<file path="src/rtl/core/ctd_pkg.sv">
// Shared constants, types and index permutation for the CLUT texel decoder.
package ctd_pkg;

  localparam int PALETTE_DEPTH_DEF = 1024;

  localparam int MODE_W     = 3;
  localparam int LAYOUT_W   = 3;
  localparam int ADDR_W     = 10;
  localparam int LIDX_W     = 10;
  localparam int WORD_W     = 32;
  localparam int CHAN_W     = 8;
  localparam int CFG_IDX_W  = 1;
  localparam int CFG_DATA_W = 3;
  localparam int IN_TDATA_W  = 80;
  localparam int OUT_TDATA_W = 32;

  localparam logic [MODE_W-1:0] MODE_DIRECT32  = 3'd0;
  localparam logic [MODE_W-1:0] MODE_IDX8_C32  = 3'd1;
  localparam logic [MODE_W-1:0] MODE_IDX8_C24  = 3'd2;
  localparam logic [MODE_W-1:0] MODE_IDX4_C32  = 3'd3;
  localparam logic [MODE_W-1:0] MODE_IDX4_C16  = 3'd4;
  localparam logic [MODE_W-1:0] MODE_IDX8_C16P = 3'd5;

  localparam logic [LAYOUT_W-1:0] LAYOUT_NONE = 3'd0;
  localparam logic [LAYOUT_W-1:0] LAYOUT_W32  = 3'd1;
  localparam logic [LAYOUT_W-1:0] LAYOUT_W64  = 3'd2;
  localparam logic [LAYOUT_W-1:0] LAYOUT_W128 = 3'd3;
  localparam logic [LAYOUT_W-1:0] LAYOUT_W256 = 3'd4;

  localparam logic ACT_WRITE  = 1'b0;
  localparam logic ACT_DECODE = 1'b1;

  localparam logic [CFG_IDX_W-1:0] CFG_PIXEL_MODE  = 1'b0;
  localparam logic [CFG_IDX_W-1:0] CFG_CLUT_LAYOUT = 1'b1;

  typedef enum logic [1:0] {
    FMT_C32,
    FMT_C24,
    FMT_C1555
  } fmt_t;

  typedef struct packed {
    fmt_t fmt;
    logic direct;
    logic oor;
    logic last;
  } lookup_t;

  typedef struct packed {
    logic [CHAN_W-1:0] alpha;
    logic [CHAN_W-1:0] blue;
    logic [CHAN_W-1:0] green;
    logic [CHAN_W-1:0] red;
  } rgba_t;

  function automatic logic [LIDX_W-1:0] permute_index(input logic [7:0] ix,
                                                     input logic [LAYOUT_W-1:0] layout);
    logic [LIDX_W-1:0] res;
    unique case (layout)
      LAYOUT_W32, LAYOUT_W64: res = {2'b00, ix[7:5], ix[3], ix[4], ix[2:0]};
      LAYOUT_W128: res = {2'b00, ix[6], ix[5], ix[3], ix[7], ix[4], ix[2:0]};
      LAYOUT_W256: res = {1'b1, ix[7], ix[6], ix[5], ix[3], 1'b0, ix[4], ix[2:0]};
      default: res = {2'b00, ix};
    endcase
    return res;
  endfunction

endpackage

</file>
<file path="src/rtl/core/ctd_color.sv">
// Color expansion of a palette entry or direct word to RGBA8888.
module ctd_color (
  input  ctd_pkg::lookup_t                info,
  input  logic [ctd_pkg::WORD_W-1:0]      ram_word,
  input  logic [ctd_pkg::WORD_W-1:0]      direct_word,
  output ctd_pkg::rgba_t                  pixel
);

  logic [ctd_pkg::WORD_W-1:0] w;

  always_comb begin
    if (info.direct) begin
      w = direct_word;
    end else if (info.oor) begin
      w = '0;
    end else begin
      w = ram_word;
    end
  end

  always_comb begin
    pixel = '0;
    unique case (info.fmt)
      ctd_pkg::FMT_C32: begin
        pixel.red   = w[7:0];
        pixel.green = w[15:8];
        pixel.blue  = w[23:16];
        pixel.alpha = w[31] ? 8'hFF : {w[30:24], 1'b0};
      end
      ctd_pkg::FMT_C24: begin
        pixel.red   = w[7:0];
        pixel.green = w[15:8];
        pixel.blue  = w[23:16];
        pixel.alpha = 8'hFF;
      end
      ctd_pkg::FMT_C1555: begin
        pixel.red   = {w[4:0], w[4:2]};
        pixel.green = {w[9:5], w[9:7]};
        pixel.blue  = {w[14:10], w[14:12]};
        pixel.alpha = w[15] ? 8'hFF : 8'h00;
      end
      default: pixel = '0;
    endcase
  end

endmodule

</file>
<file path="config.mk">
export PLATFORM = sky130hd
export DESIGN_NAME = ctd_color
export DESIGN_NICKNAME = d
export VERILOG_FILES = /design/src/rtl/core/ctd_pkg.sv /design/src/rtl/core/ctd_color.sv
export SDC_FILE = /design/constraint.sdc
export NUM_CORES = 1
export LEC_CHECK = 0
export BUFFER_PORTS_ARGS = -buffer_cell sky130_fd_sc_hd__buf_4
export CORE_MARGIN = 5
export CORE_UTILIZATION = 25
export DETAILED_ROUTE_END_ITERATION = 16
export GPL_ROUTABILITY_DRIVEN = 0
export PLACE_DENSITY = 0.71
export SYNTH_ARGS = -nofsm -noshare
export SYNTH_HDL_FRONTEND = slang
export SYNTH_SLANG_ARGS = --single-unit
</file>
<file path="constraint.sdc">
create_clock -name vclk -period 2.3
set_clock_uncertainty 0.05 [all_clocks]
set_input_delay 0.115 -clock vclk [all_inputs]
set_output_delay 0.115 -clock vclk [all_outputs]
set_load 0.05 [all_outputs]
</file>
[Word level (Yosys, flattened, before mapping)]
Index checks and enable logic that the tools add are counted.
Storage, ports and cells
  flip-flop bits (word level): 0
  input port bits: 69
  output and inout port bits: 32
  word-level logic and storage cells: 8
Cells by class
  equality and inequality tests: 2
  muxes and demuxes: 5
  reductions and logical operators: 1
Operator list (number)
  case mux 32 bit (3 select lines): 1
  two-way mux 32 bit: 2
  two-way mux 8 bit: 2
  equality test 2 x 1 -> 1 bit, second input constant: 1
  equality test 2 bit, second input constant: 1
  logical NOT 2 bit: 1

[Depth between registers and ports, before layout]
Gate-level depths: netlist (run 1).
  depth in word-level cells: 4
  mapped depth: 5
  depth with buffers taken out: 3

[Worst setup path before layout (run 1)]
OpenSTA, ideal clock, no wires.
  path type: input port to output port
  start point: input port info[1] in the netlist's numbering
  end point: output port pixel[24] in the netlist's numbering
  arrival: 1761 ps
  required time: 2135 ps
  path slack: 374 ps
  stages on the path: 4
  path buffers: 1
  cells stage by stage: nor2_1 buf_2 a22oi_1 o31ai_1
RTL lines
  start, declared: RTL line ctd_color.sv:3  | input ctd_pkg::lookup_t info,
  end, declared: RTL line ctd_color.sv:6  | output ctd_pkg::rgba_t pixel

==> impl.org, run 1 <==
** Outcome
- The run finished with clean final reports.

** Floorplan
- Row Count :: 18
- Floorplan Core Area :: 0.002500 mm2
- Die Y-Extent :: 61.21 um
- Die boundary width :: 61.21 um
- For this configuration, the core starts out at a cell density of 26.23%.
- 101 I/O pins were placed.
- The die covers 0.003747 mm2.

** GRT
- The first global-routing pass estimated 4892 um of wire.
- The initial antenna violation count was 0.
- Total routing usage reported by global routing :: 16.26%
- The number of global-route vias before repair is 1150.
- Maximum number of pins on one net before global-route repair :: 40
- Global routing finished with a remaining overflow of 0.

** Setup path
- Data arrives at the worst endpoint at 1370 ps.
- Of all nets on the critical path, the largest fanout is 39.
- Walking the worst path, the cells encountered are buf_4 -> nor2_1 -> buf_4 -> a22oi_1 -> o22ai_1 -> buf_4.
- Max incr delay on CP :: 330 ps
- The critical path in this run is classified as in -> out.
- The worst setup path is launched from an input port.
- CP max-delay cell :: sky130_fd_sc_hd__buf_4
- The worst setup path is captured at an output port.
- Critical path required time :: 2130 ps
- Dominant cell type by count on the critical path :: sky130_fd_sc_hd__buf_4
- On the critical path the largest part of the delay comes from buffers and inverters.
- The number of buffers and inverters on the critical path is 3.

** Layout
- Synth-to-Final Area Change :: 112.2%
- Fraction of final layout cells with drive strength greater than 1 :: 56.22%
- The design has 0 sequential cells.
- Clock buffers in the final layout number 0.
- In the final design database the tool counted 256 nets.
- Seq. cell area :: 0 um2
- Inserted Diodes :: 0

** Synthesis
- Synth Net Count :: 165
- Dividing the synthesized area by the synthesized cell count gives 6.829 um2.
- Sequential share of the synthesized area :: 0%
- Synthesized area :: 655.6 um2
- Count of synthesis-stage warnings from yosys :: 0
- Synthesized instance count :: 96
- After synthesis, the netlist uses 19 different library cells.

** Flow run
- Across the run, the number of max-cap violations was 0.

** Drt
- Routed vias :: 1185
- In the final routed layout, each cell accounts on average for 16.05 um.
- Sum of routed wire segments on met1 :: 1292 um
- Total DRC errors in the routed layout :: 0
- Dividing the detail-routed via count by the number of cells gives 5.512.
- Met2 Routed Length :: 1673 um
- Once detail routing completed, the nets flagged for antenna violations numbered 0.
- The routed design uses 484 um of met3 wire.
- After detailed routing, the total wire length is 3450 um.
- The first TritonRoute pass finished after 4 iterations.
- Highest metal layer used by the detailed router :: met3
- Detailed Route Iter0 Violations :: 53

** Placement
- Detailed placement finished with a half-perimeter wire length of 2753 um.
- During placement, the flow inserted port buffers numbering 100.
- At the placement stage, the worst setup path has a slack of 751.4 ps.

** Timing
- Min Clock Period, post-route :: 1533 ps
- Worst hold slack :: 554.0 ps
- Worst-case headroom to the max-slew limit :: 69.91%
- Final Hold Fails :: 0
- Derived from the worst setup path, the maximum achievable clock frequency is 652.2 MHz.
- The worst path meets setup with 766.7 ps of slack.
- Setup violations remaining at the end of the flow were counted as 0.
- Setup repair after global routing left no endpoint under its margin.
- Number of slew-limit violations in the final report :: 0
- The final critical path takes up 66.66% of the cycle.
- Least-Margin Pin Slew :: 449.6 ps
- Summed over all failing endpoints, the final setup total negative slack is 0 ps.

** Power
- IR drop worst, VDD :: 0.1929 mV
- Power spread over the standard cell area amounts to 339.6 mW/mm2.
- In this run the static leakage power is 0.7002 nW.

** Hold path
- The startpoint identified for the worst hold timing path is info[3].
- Number of cells traversed by the worst hold path :: 3
- The worst hold path belongs to the class in -> out.
- Hold Path Sink :: pixel[24]

** Clock network
- Gates resized during post-CTS repair numbered 0.
- In this run, post-CTS hold repair placed 0 buffers.
- Buffers added to address setup during post-CTS repair amount to 0.
-- cell families after synthesis --
kind of cell,count (synthesis),share of synthesized area (%)
AND/OR/NAND/NOR,17,13.36
buffers and inverters,14,11.45
AO/OA/AOI/OAI,65,75.19
-- metal layers --
metal / GRT usage (%) / vias up
li1: - / 586
met1: 18.26 / 535
met2: 31.87 / 64
met3: 4.612 / 0
met4: 0 / 0
met5: 0 / -
-- how the worst max path moves through the flow --
stage | startpoint | to | slack [ps] | depth (start not counted)
floorplan | info[1] | pixel[24] | 370 | 4
global placement | info[2] | pixel[7] | 760 | 6
detailed placement | info[2] | pixel[7] | 750 | 6
CTS | info[2] | pixel[7] | 750 | 6
global route | info[2] | pixel[15] | 630 | 6
finish | info[2] | pixel[15] | 770 | 6
-- cell usage after synthesis --
master                     instances  area [um2]
sky130_fd_sc_hd__o22ai_1          24       150.1
sky130_fd_sc_hd__or2b_1            1       7.510
sky130_fd_sc_hd__nand4b_1          1       8.760
sky130_fd_sc_hd__buf_4             2       15.01
sky130_fd_sc_hd__nand2_1           8       30.03
sky130_fd_sc_hd__a21oi_1           2       10.01
sky130_fd_sc_hd__clkbuf_1          4       15.01
sky130_fd_sc_hd__a22oi_1          22       165.2
sky130_fd_sc_hd__nor3b_1           2       15.01
sky130_fd_sc_hd__o21ba_1           7       70.07
sky130_fd_sc_hd__nor2_1            2       7.510
sky130_fd_sc_hd__buf_2             6       30.03
sky130_fd_sc_hd__buf_1             1       3.750
sky130_fd_sc_hd__buf_6             1       11.26
sky130_fd_sc_hd__o21a_1            1       7.510
sky130_fd_sc_hd__nand2b_1          3       18.77
sky130_fd_sc_hd__o311a_4           1       21.27
sky130_fd_sc_hd__o31ai_1           1       7.510
sky130_fd_sc_hd__o221ai_1          7       61.31
-- tightest hold or removal path, cell delays in order --
cell	delay, ps
sky130_fd_sc_hd__buf_4	100
sky130_fd_sc_hd__o31ai_1	80
sky130_fd_sc_hd__buf_4	190
-- area by class of cell --
| cell class | instances | area (um2) |
|---|---|---|
| well taps | 30 | 37.54 |
| repair buffers | 103 | 773.2 |
| fillers | 249 | 1109 |
| multi-input cells | 82 | 580.6 |
-- through the flow --
stage	total power, mW	cells	util [%]	area [um2]
6_report	0.4725	215	55.66	1391
5_1_grt	0.4977	215	55.66	1391
4_1_cts	0.4748	215	55.66	1391
3_5_place_dp	0.4738	215	55.66	1391
3_3_place_gp	0.4683	215	55.66	1391
2_1_floorplan	0.2906	96	-	655.6
-- where the power goes --
group	leakage (nW)	internal (mW)	switching, mW
clock	0	0	0
sequential	0	0	0
combinational	0.700	0.185	0.287
-- layout by cell type (no fill, tap or decap), drive strengths merged, types with 2 or more instances in the layout --
| cell type | netlist | final |
|---|---|---|
| buf | 10 | 103 |
| o22ai | 24 | 24 |
| a22oi | 22 | 22 |
| nand2 | 8 | 8 |
| o21ba | 7 | 7 |
| o221ai | 7 | 7 |
| nand2b | 3 | 3 |
| nor3b | 2 | 2 |
| a21oi | 2 | 2 |
| nor2 | 2 | 2 |
No activity file was read; power rests on OpenSTA's default activity.
==> inputs of run 2 (changes only) <==
Clock period 2.3 ns to 1.55 ns, I/O delays scaled along.
==> impl.org, run 2 (synthesis results as in run 1) <==
** Placement
- The number of port buffers was 100 (unchanged).
- Total placed cells including tap cells :: 217 (was 215)
- The post-DP HPWL came to 2821 um (was 2753 um).

** Setup path
- The data arrival time at the worst-slack endpoint came to 1150 ps (was 1370 ps).
- Dominant cell type by count on the critical path :: sky130_fd_sc_hd__buf_4 (unchanged)
- Worst-path fanout max :: 14 (was 39)
- The category of the critical setup timing path was in -> out (unchanged).
- Max incr delay on CP :: 280 ps (was 330 ps)
- The endpoint class of the critical path is an output port (unchanged).
- CP max-delay cell :: sky130_fd_sc_hd__a22oi_1 (was sky130_fd_sc_hd__buf_4)
- Cell family with the largest share of critical-path delay :: buffers and inverters (unchanged)
- Critical path required time :: 1420 ps (was 2130 ps)
- Worst path bufs/invs :: 3 (unchanged)
- CP Cell Sequence :: buf_4 -> nor2_1 -> buf_4 -> a22oi_1 -> o22ai_1 -> buf_4 (unchanged)
- The kind of start point of the critical path was an input port (unchanged).

** Floorplan
- The number of cell rows was 18 (unchanged).
- The total die area came to 0.003747 mm2 (unchanged).
- Die Y-Extent :: 61.21 um (unchanged)
- Floorplan Core Area :: 0.002500 mm2 (unchanged)
- Top Ports :: 101 (unchanged)
- The die width is 61.21 um (unchanged).
- Initial core utilization :: 26.23% (unchanged)

** Layout
- Most frequent cells in the layout: sky130_fd_sc_hd__buf_4, sky130_fd_sc_hd__o22ai_1, sky130_fd_sc_hd__a22oi_1 (unchanged).
- The leading cell type in the layout, fill and taps excluded is sky130_fd_sc_hd__buf_4 (unchanged).
- The final-layout fill cell count was 248 (was 249).
- Final core area utilization :: 56.96% (was 55.66%)
- Number of nets in the finished design :: 258 (was 256)
- The number of flip-flops and latches was 0 (unchanged).
- Fraction of final layout cells with drive strength greater than 1 :: 57.22% (was 56.22%)
- The area growth from synthesis to layout is 117.2% (was 112.2%).
- Inserted Diodes :: 0 (unchanged)
- The count of placed standard cells in the final layout, fillers left out came to 217 (was 215).
- The register area came to 0 um2 (unchanged).
- The number of clock buffer instances in the layout was 0 (unchanged).

** Timing
- The number of setup violations in the final report is 0 (unchanged).
- Aggregate negative setup slack :: 0 ps (unchanged)
- The worst-case headroom to the max-slew limit was 69.43% (was 69.91%).
- The worst path uses 82.55% of the clock period.
- For the finished layout, the period the worst path requires is 1279 ps.
- RSZ-0062 raised after global routing :: false (unchanged)
- Maximum frequency from static timing analysis :: 781.6 MHz
- Least-Margin Pin Slew :: 456.9 ps (was 449.6 ps)
- The number of hold violations in the final report is 0 (unchanged).
- Number of slew-limit violations in the final report :: 0 (unchanged)

** GRT
- The global-route total usage across every layer came to 16.47% (was 16.26%).
- Number of antenna violations at the first check in global routing :: 0 (unchanged)
- The total congestion overflow came to 0 (unchanged).
- Via count of the first global-routing pass :: 1144 (was 1150)
- Maximum number of pins on one net before global-route repair :: 28 (was 40)
- First-pass GRT wire length :: 4954 um (was 4892 um)

** Drt
- The detailed-route vias per instance came to 5.396 (was 5.512).
- Remaining antenna violation count after routing :: 0 (unchanged)
- Routed vias :: 1171 (was 1185)
- The total iterations of the first detailed-routing run was 4 (unchanged).
- Total detailed-routing wirelength :: 3464 um (was 3450 um)
- The post-detailed-route DRC marker count is 0 (unchanged).
- The first-iteration detailed-routing DRC count is 99 (was 53).
- Average wire per standard cell :: 15.96 um (was 16.05 um)

** Clock network
- Quantity of gates resized following cts :: 0 (unchanged)
- The number of buffers added for setup after CTS came to 0 (unchanged).
- The number of hold-repair buffers added at the cts stage came to 0 (unchanged).

** Hold path
- Path category of the worst min-delay check :: in -> out (unchanged)

** Power
- Static Leak :: 0.7159 nW (was 0.7002 nW)
- IR drop worst, VDD :: 0.2717 mV (was 0.1929 mV)
- Areal power density over the cells :: 499.1 mW/mm2 (was 339.6 mW/mm2)
- Overall power of the completed layout :: 0.7106 mW (was 0.4725 mW)

** Outcome
- Run status :: finished, final reports clean (unchanged)

** Flow run
- Number of max-cap violations :: 0 (unchanged)
[run 2: changes by cell type in the layout (fill, tap and decap cells not counted)]
cell                      delta
sky130_fd_sc_hd__o31ai_1     -1
sky130_fd_sc_hd__o31ai_2     +1
sky130_fd_sc_hd__buf_12      +1
sky130_fd_sc_hd__buf_4       +1
[run 2: stage by stage]
stage | hold WS, ps | setup slack [ps] | area (um2)
2_1_floorplan | 299.4 | 67.21 | 660.6
3_3_place_gp | 454.0 | 287.1 | 1424
3_5_place_dp | 460.8 | 286.8 | 1424
4_1_cts | 460.7 | 272.8 | 1424
5_1_grt | 474.5 | 161.2 | 1424
6_report | 461.3 | 270.5 | 1424
[run 2: metal layers]
layer  global-route usage, %  vias to the layer above  share of wire (%)
li1                        -                      592                  -
met4                       0                        0                  0
met5                       0                        -                  0
met1                   20.00                      525                 37
met2                   32.48                       54                 53
met3                   1.887                        0                9.7
[run 2: final timing paths]
path / startpoint / endpoint / cells past startpoint
worst max-delay path: info[2] / pixel[13] / 6
worst min-delay path: info[3] / pixel[24] / 3
[run 2: power by group]
group          switching (mW)  total, mW  internal, mW
Sequential                  0          0             0
Combinational           0.428      0.711         0.283
Clock                       0          0             0
[run 2: layout make-up]
class | instances | area, um2 | share of cell area, %
timing repair buffer | 105 | 800.8 | 56.24
multi-input combinational | 82 | 585.6 | 41.12
tap | 30 | 37.54 | 2.636
